--- config.mk ---
export PLATFORM = sky130hd
export DESIGN_NAME = image_frame_receiver_crc16
export DESIGN_NICKNAME = d
export VERILOG_FILES = /design/src/design/ifrcrc_pkg.sv /design/src/design/ifrcrc_core.sv /design/src/design/image_frame_receiver_crc16.sv
export VERILOG_INCLUDE_DIRS = /design/src /design/src/design
export SDC_FILE = /design/constraint.sdc
export NUM_CORES = 1
export LEC_CHECK = 0
export BUFFER_PORTS_ARGS = -buffer_cell sky130_fd_sc_hd__buf_2
export CORE_MARGIN = 3
export CORE_UTILIZATION = 50
export CTS_CLUSTER_SIZE = 14
export DETAILED_ROUTE_END_ITERATION = 10
export MAX_ROUTING_LAYER = met4
export PLACE_DENSITY = 0.69
export SETUP_SLACK_MARGIN = 0.02
export SLEW_MARGIN = 20
export SYNTH_ARGS = -nofsm -noshare
export SYNTH_HDL_FRONTEND = slang
export SYNTH_SLANG_ARGS = --single-unit
--- constraint.sdc ---
create_clock -name i_clk -period 9.6 [get_ports i_clk]
set_input_delay 0.48 -clock i_clk [delete_from_list [all_inputs] [get_ports i_clk]]
set_output_delay 0.48 -clock i_clk [all_outputs]
set_load 0.03 [all_outputs]
--- src/design/image_frame_receiver_crc16_assert.svh ---
// Assertion macros shared by the frame receiver RTL.
`ifndef IMAGE_FRAME_RECEIVER_CRC16_ASSERT_SVH
`define IMAGE_FRAME_RECEIVER_CRC16_ASSERT_SVH

`ifndef SYNTH
// Check under reset: the property is not evaluated while reset is low.
`define IFRCRC_ASSERT(lbl, clk, rst_n, prop, msg) \
    lbl: assert property (@(posedge clk) disable iff (!(rst_n)) (prop)) else $error(msg);
// Check that also holds during reset.
`define IFRCRC_ASSERT_ALWAYS(lbl, clk, prop, msg) \
    lbl: assert property (@(posedge clk) (prop)) else $error(msg);
`else
`define IFRCRC_ASSERT(lbl, clk, rst_n, prop, msg)
`define IFRCRC_ASSERT_ALWAYS(lbl, clk, prop, msg)
`endif

`endif

--- src/design/ifrcrc_pkg.sv ---
// Types, constants and the CRC byte update for the framed image receiver.
package ifrcrc_pkg;

    localparam int unsigned CFG_W  = 24;
    localparam int unsigned SIZE_W = 24;

    localparam logic [7:0]        SOF_CODE_RST = 8'hAA;
    localparam logic [7:0]        EOF_CODE_RST = 8'h55;
    localparam logic [7:0]        IMG_KIND_RST = 8'h01;
    localparam logic [SIZE_W-1:0] EXP_SIZE_RST = 24'd150528;

    localparam logic [15:0] CRC_INIT = 16'hFFFF;
    localparam logic [15:0] CRC_POLY = 16'h1021;

    typedef enum logic [1:0] {
        CFG_SOF_CODE = 2'd0,
        CFG_EOF_CODE = 2'd1,
        CFG_IMG_KIND = 2'd2,
        CFG_EXP_SIZE = 2'd3
    } t_cfg_idx;

    typedef enum logic [2:0] {
        PH_HUNT  = 3'd0,
        PH_TYPE  = 3'd1,
        PH_LEN   = 3'd2,
        PH_DATA  = 3'd3,
        PH_CRCLO = 3'd4,
        PH_CRCHI = 3'd5,
        PH_END   = 3'd6
    } t_phase;

    typedef enum logic [2:0] {
        ST_OK      = 3'd0,
        ST_TYPE    = 3'd1,
        ST_SIZE    = 3'd2,
        ST_CRC     = 3'd3,
        ST_ENDM    = 3'd4,
        ST_TIMEOUT = 3'd5
    } t_status;

    typedef struct packed {
        logic [7:0]        sof_code;
        logic [7:0]        eof_code;
        logic [7:0]        img_kind;
        logic [SIZE_W-1:0] exp_size;
    } t_cfg;

    typedef struct packed {
        logic              valid;
        logic              is_payload;
        logic [7:0]        payload_byte;
        logic [SIZE_W-1:0] payload_index;
        logic              frame_done;
        t_status           frame_status;
    } t_result;

    // CRC-16/CCITT-FALSE, MSB first, one byte per call.
    function automatic logic [15:0] crc16_byte(input logic [15:0] crc, input logic [7:0] b);
        logic [15:0] c;
        c = crc ^ {b, 8'h00};
        for (int k = 0; k < 8; k++) begin
            c = c[15] ? ({c[14:0], 1'b0} ^ CRC_POLY) : {c[14:0], 1'b0};
        end
        return c;
    endfunction

endpackage

--- src/design/ifrcrc_core.sv ---
// Frame parser state machine with running CRC; one step per beat.
module ifrcrc_core
    import ifrcrc_pkg::*;
(
    input  logic    i_clk,
    input  logic    i_rst_n,
    input  logic    i_step,
    input  logic    i_func,
    input  logic [7:0] i_byte,
    input  t_cfg    i_cfg,
    output t_result o_res
);

`include "image_frame_receiver_crc16_assert.svh"

    t_phase            r_phase, n_phase;
    logic [1:0]        r_field, n_field;
    logic [SIZE_W-1:0] r_len, n_len;
    logic [SIZE_W-1:0] r_count, n_count;
    logic [15:0]       r_crc, n_crc;
    logic [7:0]        r_crc_lo, n_crc_lo;

    logic              w_fin;
    t_status           w_fin_st;
    logic [SIZE_W-1:0] w_count_inc;

    assign w_count_inc = r_count + 1'b1;

    always_ff @(posedge i_clk) begin
        if (!i_rst_n) begin
            r_phase  <= PH_HUNT;
            r_field  <= '0;
            r_len    <= '0;
            r_count  <= '0;
            r_crc    <= CRC_INIT;
            r_crc_lo <= '0;
        end else begin
            r_phase  <= n_phase;
            r_field  <= n_field;
            r_len    <= n_len;
            r_count  <= n_count;
            r_crc    <= n_crc;
            r_crc_lo <= n_crc_lo;
        end
    end

    always_comb begin
        n_phase  = r_phase;
        n_field  = r_field;
        n_len    = r_len;
        n_count  = r_count;
        n_crc    = r_crc;
        n_crc_lo = r_crc_lo;
        w_fin    = 1'b0;
        w_fin_st = ST_OK;
        o_res    = '0;

        if (i_step) begin
            if (i_func) begin
                // timeout inside the payload is ignored
                if (r_phase != PH_DATA) begin
                    w_fin    = 1'b1;
                    w_fin_st = ST_TIMEOUT;
                end
            end else begin
                case (r_phase)
                    PH_HUNT: begin
                        if (i_byte == i_cfg.sof_code) begin
                            n_phase = PH_TYPE;
                        end
                    end
                    PH_TYPE: begin
                        if (i_byte != i_cfg.img_kind) begin
                            w_fin    = 1'b1;
                            w_fin_st = ST_TYPE;
                        end else begin
                            n_phase = PH_LEN;
                            n_field = '0;
                            n_len   = '0;
                        end
                    end
                    PH_LEN: begin
                        case (r_field)
                            2'd0: begin
                                n_len[7:0] = i_byte;
                                n_field    = r_field + 1'b1;
                            end
                            2'd1: begin
                                n_len[15:8] = i_byte;
                                n_field     = r_field + 1'b1;
                            end
                            2'd2: begin
                                n_len[23:16] = i_byte;
                                n_field      = r_field + 1'b1;
                            end
                            default: begin
                                // top byte must be zero for the 32-bit length to match
                                n_field = '0;
                                if (i_byte != 8'h00 || r_len != i_cfg.exp_size) begin
                                    w_fin    = 1'b1;
                                    w_fin_st = ST_SIZE;
                                end else begin
                                    n_count = '0;
                                    n_crc   = CRC_INIT;
                                    n_phase = (i_cfg.exp_size == '0) ? PH_CRCLO : PH_DATA;
                                end
                            end
                        endcase
                    end
                    PH_DATA: begin
                        o_res.valid         = 1'b1;
                        o_res.is_payload    = 1'b1;
                        o_res.payload_byte  = i_byte;
                        o_res.payload_index = r_count;
                        n_crc   = crc16_byte(r_crc, i_byte);
                        n_count = w_count_inc;
                        if (w_count_inc >= i_cfg.exp_size || w_count_inc == '0) begin
                            n_phase = PH_CRCLO;
                        end
                    end
                    PH_CRCLO: begin
                        n_crc_lo = i_byte;
                        n_phase  = PH_CRCHI;
                    end
                    PH_CRCHI: begin
                        if ({i_byte, r_crc_lo} != r_crc) begin
                            w_fin    = 1'b1;
                            w_fin_st = ST_CRC;
                        end else begin
                            n_phase = PH_END;
                        end
                    end
                    PH_END: begin
                        w_fin    = 1'b1;
                        w_fin_st = (i_byte == i_cfg.eof_code) ? ST_OK : ST_ENDM;
                    end
                    default: begin
                        n_phase = PH_HUNT;
                    end
                endcase
            end

            // end of frame: emit status and hunt again
            if (w_fin) begin
                o_res.valid        = 1'b1;
                o_res.frame_done   = 1'b1;
                o_res.frame_status = w_fin_st;
                n_phase  = PH_HUNT;
                n_field  = '0;
                n_len    = '0;
                n_count  = '0;
                n_crc    = CRC_INIT;
                n_crc_lo = '0;
            end
        end
    end

    `IFRCRC_ASSERT(a_idle_no_result, i_clk, i_rst_n, !i_step |-> !o_res.valid, "result without step")
    `IFRCRC_ASSERT(a_done_hunts, i_clk, i_rst_n, (i_step && o_res.frame_done) |=> (r_phase == PH_HUNT), "no hunt after frame end")
    `IFRCRC_ASSERT(a_data_timeout, i_clk, i_rst_n, (i_step && i_func && r_phase == PH_DATA) |-> !o_res.valid, "payload timeout not ignored")

endmodule

--- src/design/image_frame_receiver_crc16.sv ---
// Framed image receiver: start marker hunt, header check, payload out, CRC-16 check.
// Each beat is held in the input register, and its result in the result register.
// Throughput: one beat per cycle while results are taken; the CRC byte update is a single combinational step.
// A result held at the output stalls intake once the input register is full as well.
// Reset: synchronous active-low i_rst_n; hunts for the start marker, parser and configuration registers take defaults.
module image_frame_receiver_crc16
    import ifrcrc_pkg::*;
(
    input  logic             i_clk,
    input  logic             i_rst_n,
    // input stream
    input  logic             i_s_axis_tvalid,
    output logic             o_s_axis_tready,
    input  logic [7:0]       i_s_axis_tdata,   // [7:0] rx_byte
    input  logic             i_s_axis_tuser,   // [0] func (1 = wait timeout)
    // result stream
    output logic             o_m_axis_tvalid,
    input  logic             i_m_axis_tready,
    output logic [39:0]      o_m_axis_tdata,   // [7:0] payload_byte, [31:8] payload_index,
                                               // [34:32] frame_status, [39:35] zero
    output logic [1:0]       o_m_axis_tuser,   // [0] is_payload, [1] frame_done
    // configuration write port
    input  logic             i_cfg_we,
    input  logic [1:0]       i_cfg_idx,
    input  logic [CFG_W-1:0] i_cfg_wdata
);

`include "image_frame_receiver_crc16_assert.svh"

    // configuration registers
    t_cfg r_cfg;

    // input stage
    logic       r_in_valid;
    logic       r_in_func;
    logic [7:0] r_in_byte;

    // result stage
    logic    r_out_valid;
    t_result r_out;

    t_result w_res;
    logic    w_advance;

    // Advance the input beat through the parser whenever the result slot can take it.
    assign w_advance       = r_in_valid && (!r_out_valid || i_m_axis_tready);
    assign o_s_axis_tready = !r_in_valid || w_advance;

    always_ff @(posedge i_clk) begin
        if (!i_rst_n) begin
            r_cfg.sof_code <= SOF_CODE_RST;
            r_cfg.eof_code <= EOF_CODE_RST;
            r_cfg.img_kind <= IMG_KIND_RST;
            r_cfg.exp_size <= EXP_SIZE_RST;
        end else if (i_cfg_we) begin
            case (t_cfg_idx'(i_cfg_idx))
                CFG_SOF_CODE: r_cfg.sof_code <= i_cfg_wdata[7:0];
                CFG_EOF_CODE: r_cfg.eof_code <= i_cfg_wdata[7:0];
                CFG_IMG_KIND: r_cfg.img_kind <= i_cfg_wdata[7:0];
                CFG_EXP_SIZE: r_cfg.exp_size <= i_cfg_wdata[SIZE_W-1:0];
                default: ;
            endcase
        end
    end

    // Hold the input beat until the parser consumes it.
    always_ff @(posedge i_clk) begin
        if (!i_rst_n) begin
            r_in_valid <= 1'b0;
        end else if (o_s_axis_tready) begin
            r_in_valid <= i_s_axis_tvalid;
        end
    end

    always_ff @(posedge i_clk) begin
        if (o_s_axis_tready && i_s_axis_tvalid) begin
            r_in_func <= i_s_axis_tuser;
            r_in_byte <= i_s_axis_tdata;
        end
    end

    ifrcrc_core u_core (
        .i_clk   (i_clk),
        .i_rst_n (i_rst_n),
        .i_step  (w_advance),
        .i_func  (r_in_func),
        .i_byte  (r_in_byte),
        .i_cfg   (r_cfg),
        .o_res   (w_res)
    );

    // Load a new result on advance; drop the held one once taken.
    always_ff @(posedge i_clk) begin
        if (!i_rst_n) begin
            r_out_valid <= 1'b0;
        end else if (w_advance) begin
            r_out_valid <= w_res.valid;
        end else if (i_m_axis_tready) begin
            r_out_valid <= 1'b0;
        end
    end

    always_ff @(posedge i_clk) begin
        if (w_advance && w_res.valid) begin
            r_out <= w_res;
        end
    end

    assign o_m_axis_tvalid = r_out_valid;
    assign o_m_axis_tdata  = {5'b00000, r_out.frame_status, r_out.payload_index,
                              r_out.payload_byte};
    assign o_m_axis_tuser  = {r_out.frame_done, r_out.is_payload};

    `IFRCRC_ASSERT(a_no_overwrite, i_clk, i_rst_n, (r_out_valid && !i_m_axis_tready) |-> !w_advance, "held result overwritten")
    `IFRCRC_ASSERT(a_one_kind, i_clk, i_rst_n, o_m_axis_tvalid |-> $onehot(o_m_axis_tuser), "result kind not unique")
    `IFRCRC_ASSERT_ALWAYS(a_reset_empty, i_clk, !i_rst_n |=> (!r_in_valid && !r_out_valid), "stages not empty after reset")

endmodule

==> impl_results.html <==
<table>
<tr><th>Metric</th><th>Value</th></tr>
<tr><th colspan="2">Outcome</th></tr>
<tr><td>Result of the run</td><td>complete, no violations</td></tr>
<tr><th colspan="2">Floorplan</th></tr>
<tr><td>Width of the chip</td><td>139.0 µm</td></tr>
<tr><td>Effective utilization at floorplan</td><td>0.5221</td></tr>
<tr><td>Total die area</td><td>19,320 µm²</td></tr>
<tr><td>Number of placement rows</td><td>47</td></tr>
<tr><td>Die boundary height</td><td>about 140 µm</td></tr>
<tr><td>Top-Level Pins</td><td>84</td></tr>
<tr><td>Core footprint</td><td>16,940 µm²</td></tr>
<tr><th colspan="2">Worst setup path</th></tr>
<tr><td>Critical Path Fanout Max</td><td>10</td></tr>
<tr><td>Register-to-register setup slack</td><td>5.91 ns</td></tr>
<tr><td>Critical path launch point</td><td>u_core.r_count[0]</td></tr>
<tr><td>Crit path required time</td><td>9.96 ns</td></tr>
<tr><td>Startpoint type of the worst setup path</td><td>flip-flop</td></tr>
<tr><td>Path depth of the worst reg2reg path</td><td>14</td></tr>
<tr><td>CP Capture Type</td><td>flip-flop</td></tr>
<tr><td>FF-to-FF Start</td><td>u_core.r_count[0]</td></tr>
<tr><td>Capturing point of the worst reg2reg path</td><td>u_core.r_phase[0]</td></tr>
<tr><td>CP Capture Point</td><td>u_core.r_phase[0]</td></tr>
<tr><td>Worst setup path class</td><td>flip-flop to flip-flop</td></tr>
<tr><td>Signal arrival time at the worst endpoint</td><td>~4.1 ns</td></tr>
<tr><th colspan="2">Clock network</th></tr>
<tr><td>Number of H-tree branching levels</td><td>4</td></tr>
<tr><td>Clock slew at reported path FFs</td><td>0.07 ns</td></tr>
<tr><td>Hold buffer count at cts</td><td>0</td></tr>
<tr><td>Number of gates resized after CTS</td><td>0</td></tr>
<tr><td>Worst-Skew Late Latency</td><td>0.43 ns</td></tr>
<tr><td>Setup bufs post-CTS</td><td>0</td></tr>
<tr><td>TritonCTS clock tree</td><td>yes</td></tr>
<tr><td>Number of buffers created by CTS</td><td>17</td></tr>
<tr><td>Buffer depth of the longest clock path</td><td>2</td></tr>
<tr><td>Clk sinks</td><td>roughly 170</td></tr>
<tr><td>Root buffer selected by CTS</td><td>sky130_fd_sc_hd__clkbuf_16</td></tr>
<tr><th colspan="2">Logic synthesis</th></tr>
<tr><td>Yosys warns</td><td>0</td></tr>
<tr><td>Area contributors post-synth</td><td>sky130_fd_sc_hd__dfxtp_1, sky130_fd_sc_hd__edfxtp_1, sky130_fd_sc_hd__xor2_1</td></tr>
<tr><td>Yosys top cell by area</td><td>sky130_fd_sc_hd__dfxtp_1</td></tr>
<tr><td>FF+latch count, synth</td><td>173</td></tr>
<tr><td>Post-Syn Area per Cell</td><td>8.781 µm²</td></tr>
<tr><td>Post-Synthesis Cells</td><td>1,007</td></tr>
<tr><td>Async SR Flop Fraction</td><td>0</td></tr>
<tr><td>Area share of the leading cell type in the synthesized netlist</td><td>0.2875</td></tr>
<tr><td>Number of unique standard cell types used by synthesis</td><td>62</td></tr>
<tr><td>Number of enable-type register cells in the synthesized netlist</td><td>46</td></tr>
<tr><td>Post-synthesis sequential area ratio</td><td>0.4438</td></tr>
<tr><td>Top flip-flop cell by instance count after synthesis</td><td>sky130_fd_sc_hd__dfxtp_1</td></tr>
<tr><td>Cell area after synthesis</td><td>8842 µm²</td></tr>
<tr><th colspan="2">Detailed routing</th></tr>
<tr><td>Remaining number of nets flagged by the antenna check after routing</td><td>0</td></tr>
<tr><td>Vias per cell</td><td>approximately 5.6</td></tr>
<tr><td>Detailed Route Iter0 Violations</td><td>~680</td></tr>
<tr><td>Wire length per cell after detailed routing</td><td>17.12 µm</td></tr>
<tr><td>Number of detailed-route iterations in the first pass</td><td>7</td></tr>
<tr><td>Final Routed Wirelength</td><td>roughly 22,000 µm</td></tr>
<tr><td>Drt drc</td><td>0</td></tr>
<tr><td>Vias post-DR</td><td>7,124</td></tr>
<tr><th colspan="2">Timing</th></tr>
<tr><td>Unrepaired setup endpoints after global routing</td><td>false</td></tr>
<tr><td>Final period util</td><td>0.3840</td></tr>
<tr><td>Achievable clock frequency</td><td>271.3 MHz</td></tr>
<tr><td>Clock tree skew after final layout</td><td>0.01155 ns</td></tr>
<tr><td>Relative slew slack</td><td>0.2994</td></tr>
<tr><td>Setup violation total in the final timing report</td><td>0</td></tr>
<tr><td>Setup tns final</td><td>0 ns</td></tr>
<tr><td>Measured slew at the worst slew-check pin</td><td>1.043 ns</td></tr>
<tr><td>Time the worst path needs with I/O delays and setup</td><td>approximately 3.7 ns</td></tr>
<tr><td>Final max-slew violation count</td><td>0</td></tr>
<tr><td>Hold violation count in the final report</td><td>0</td></tr>
<tr><th colspan="2">Cells and area</th></tr>
<tr><td>Fraction of final layout cells sized beyond drive strength 1</td><td>0.1213</td></tr>
<tr><td>Post-layout nets</td><td>1,112</td></tr>
<tr><td>Post-route cell area</td><td>9889 µm²</td></tr>
<tr><td>P&amp;R area growth vs syn</td><td>11.84%</td></tr>
<tr><td>Number of diodes</td><td>0</td></tr>
<tr><th colspan="2">Placement</th></tr>
<tr><td>Hpwl dp</td><td>15,150 µm</td></tr>
<tr><td>Global placer's final weighted congestion</td><td>0.9040</td></tr>
<tr><td>Post-placement cell area</td><td>9270 µm²</td></tr>
<tr><td>Count of port buffers added during placement</td><td>between 70 and 80</td></tr>
<tr><th colspan="2">Power and ir drop</th></tr>
<tr><td>Maximum VDD drop</td><td>0.0001281 V</td></tr>
<tr><td>PD cells</td><td>164.0 nW/µm²</td></tr>
<tr><td>Leakage power</td><td>~0.0037 µW</td></tr>
<tr><th colspan="2">Global routing</th></tr>
<tr><td>Pin count of the biggest net entering global routing</td><td>between 70 and 80</td></tr>
<tr><td>Overall routing resource usage</td><td>0.2328</td></tr>
<tr><td>Vias in the first global route</td><td>6,993</td></tr>
<tr><td>Antenna violations before repair</td><td>0</td></tr>
<tr><td>Gr ovfl total</td><td>0</td></tr>
<tr><td>Global-route wire length before repair</td><td>35,620 µm</td></tr>
<tr><th colspan="2">Worst hold path</th></tr>
<tr><td>Type of the worst min-delay path</td><td>input port to flip-flop</td></tr>
<tr><th colspan="2">Flow run</th></tr>
<tr><td>MaxCap Viol Count</td><td>0</td></tr>
</table>
-- cell type report --
type | count | area [µm²]
clock buffers | 18 | 429.2
inverters | 57 | 214.0
repair buffers | 84 | 435.4
well taps | 220 | 275.3
multi-input cells | 709 | 4422
fillers | 1578 | 7047
flip-flops and latches | 173 | 3924
clock inverters | 14 | 190.2
-- per-layer routing --
layer,vias up,wire length (µm),GRT usage
li1,3534,-,-
met1,3348,9657,0.2893
met2,193,10660,0.3833
met3,49,991,0.05207
met4,0,522,0.06643
met5,-,0,-
-- sequential cells by signal, summed over array words and instances (netlist names), 2 cells and up --
| name | count |
|---|---|
| o_m_axis_tdata | 35 |
| u_core.r_field | 2 |
| o_m_axis_tuser | 2 |
| u_core.r_phase | 3 |
| u_core.r_len | 24 |
| r_in_byte | 8 |
| r_cfg | 48 |
| u_core.r_crc_lo | 8 |
| u_core.r_crc | 16 |
| u_core.r_count | 24 |
-- Yosys cell counts (5+ instances only) --
cell type	n
sky130_fd_sc_hd__nand2_1	139
sky130_fd_sc_hd__dfxtp_1	127
sky130_fd_sc_hd__a21oi_1	78
sky130_fd_sc_hd__xor2_1	65
sky130_fd_sc_hd__inv_1	56
sky130_fd_sc_hd__clkbuf_1	50
sky130_fd_sc_hd__nor2_1	50
sky130_fd_sc_hd__edfxtp_1	46
sky130_fd_sc_hd__nand3_1	38
sky130_fd_sc_hd__xnor2_1	38
sky130_fd_sc_hd__o21ai_0	34
sky130_fd_sc_hd__and2_1	33
sky130_fd_sc_hd__ha_1	30
sky130_fd_sc_hd__nor3_1	28
sky130_fd_sc_hd__nor4_1	26
sky130_fd_sc_hd__o22ai_1	26
sky130_fd_sc_hd__mux2i_1	18
sky130_fd_sc_hd__nand4_1	17
sky130_fd_sc_hd__buf_2	11
sky130_fd_sc_hd__nand2b_1	7
sky130_fd_sc_hd__or3_1	7
sky130_fd_sc_hd__a21o_1	6
sky130_fd_sc_hd__buf_4	6
sky130_fd_sc_hd__nor2b_1	6
sky130_fd_sc_hd__buf_1	5
-- placed cells by master (no fill, tap or decap), types with 18 or more instances in the layout --
master,n
sky130_fd_sc_hd__nand2_1,139
sky130_fd_sc_hd__dfxtp_1,127
sky130_fd_sc_hd__a21oi_1,78
sky130_fd_sc_hd__buf_2,78
sky130_fd_sc_hd__xor2_1,65
sky130_fd_sc_hd__inv_1,56
sky130_fd_sc_hd__nor2_1,50
sky130_fd_sc_hd__edfxtp_1,46
sky130_fd_sc_hd__nand3_1,38
sky130_fd_sc_hd__xnor2_1,38
sky130_fd_sc_hd__o21ai_0,34
sky130_fd_sc_hd__and2_1,33
sky130_fd_sc_hd__ha_1,30
sky130_fd_sc_hd__nor3_1,28
sky130_fd_sc_hd__nor4_1,26
sky130_fd_sc_hd__o22ai_1,26
sky130_fd_sc_hd__mux2i_1,18
-- critical path, stage by stage, from the launching register on --
cell,delay [ns]
sky130_fd_sc_hd__dfxtp_1,0.48
sky130_fd_sc_hd__ha_1,0.42
sky130_fd_sc_hd__nand4_1,0.16
sky130_fd_sc_hd__nor4_1,0.46
sky130_fd_sc_hd__nand3_1,0.24
sky130_fd_sc_hd__or2_2,0.37
sky130_fd_sc_hd__xnor2_1,0.14
sky130_fd_sc_hd__ha_1,0.29
sky130_fd_sc_hd__nand4_1,0.11
sky130_fd_sc_hd__nor2_1,0.15
sky130_fd_sc_hd__o21ai_0,0.10
sky130_fd_sc_hd__o2111ai_1,0.10
sky130_fd_sc_hd__a41oi_1,0.10
sky130_fd_sc_hd__a21oi_1,0.30
sky130_fd_sc_hd__mux2i_1,0.21
-- worst min path at each step --
| stage | start | end | slack (ns) | cells past startpoint |
|---|---|---|---|---|
| floorplan | u_core.r_len[10] | u_core.r_len[10] | 0.44 | 2 |
| finish | i_s_axis_tdata[0] | r_in_byte[0] | 0.22 | 1 |
| global placement | u_core.r_len[22] | u_core.r_len[22] | 0.45 | 2 |
| CTS | i_s_axis_tdata[0] | r_in_byte[0] | 0.21 | 1 |
| global route | i_s_axis_tdata[2] | r_in_byte[2] | 0.20 | 1 |
| detailed placement | u_core.r_len[8] | u_core.r_len[8] | 0.45 | 2 |
-- cell families (layout without fill, tap and decap cells) --
kind of cell,after synthesis,after routing,share of synthesized area
mux,18,18,0.02038
simple gates,371,371,0.2031
other cells,1,5,0.0004241
flops,173,173,0.4438
fa+ha+maj,30,30,0.04245
compound gates,181,181,0.1272
buf+inv,129,173,0.05886
xor+xnor,104,104,0.1039
-- report_power, final --
group / internal [µW] / leakage, µW / switching, µW
Combinational: 38.0 / 0.00197 / 71.2
Clock: 437 / 0.000294 / 295
Sequential: 762 / 0.00149 / 19.6
-- metrics by stage --
step | hold slack, ns | total power, µW | worst slack, ns | std cells | utilization
4_1_cts | 0.2064 | 1631 | 5.922 | 1275 | 0.5839
5_1_grt | 0.2002 | 1676 | 5.530 | 1275 | 0.5839
3_5_place_dp | 0.4531 | 905.8 | 5.940 | 1243 | 0.5474
6_report | 0.2190 | 1622 | 5.914 | 1275 | 0.5839
3_3_place_gp | 0.4498 | 904.6 | 6.040 | 1243 | 0.5474
2_1_floorplan | 0.4405 | 871.1 | 6.249 | 1011 | -
(Power assumes the default switching activity.)
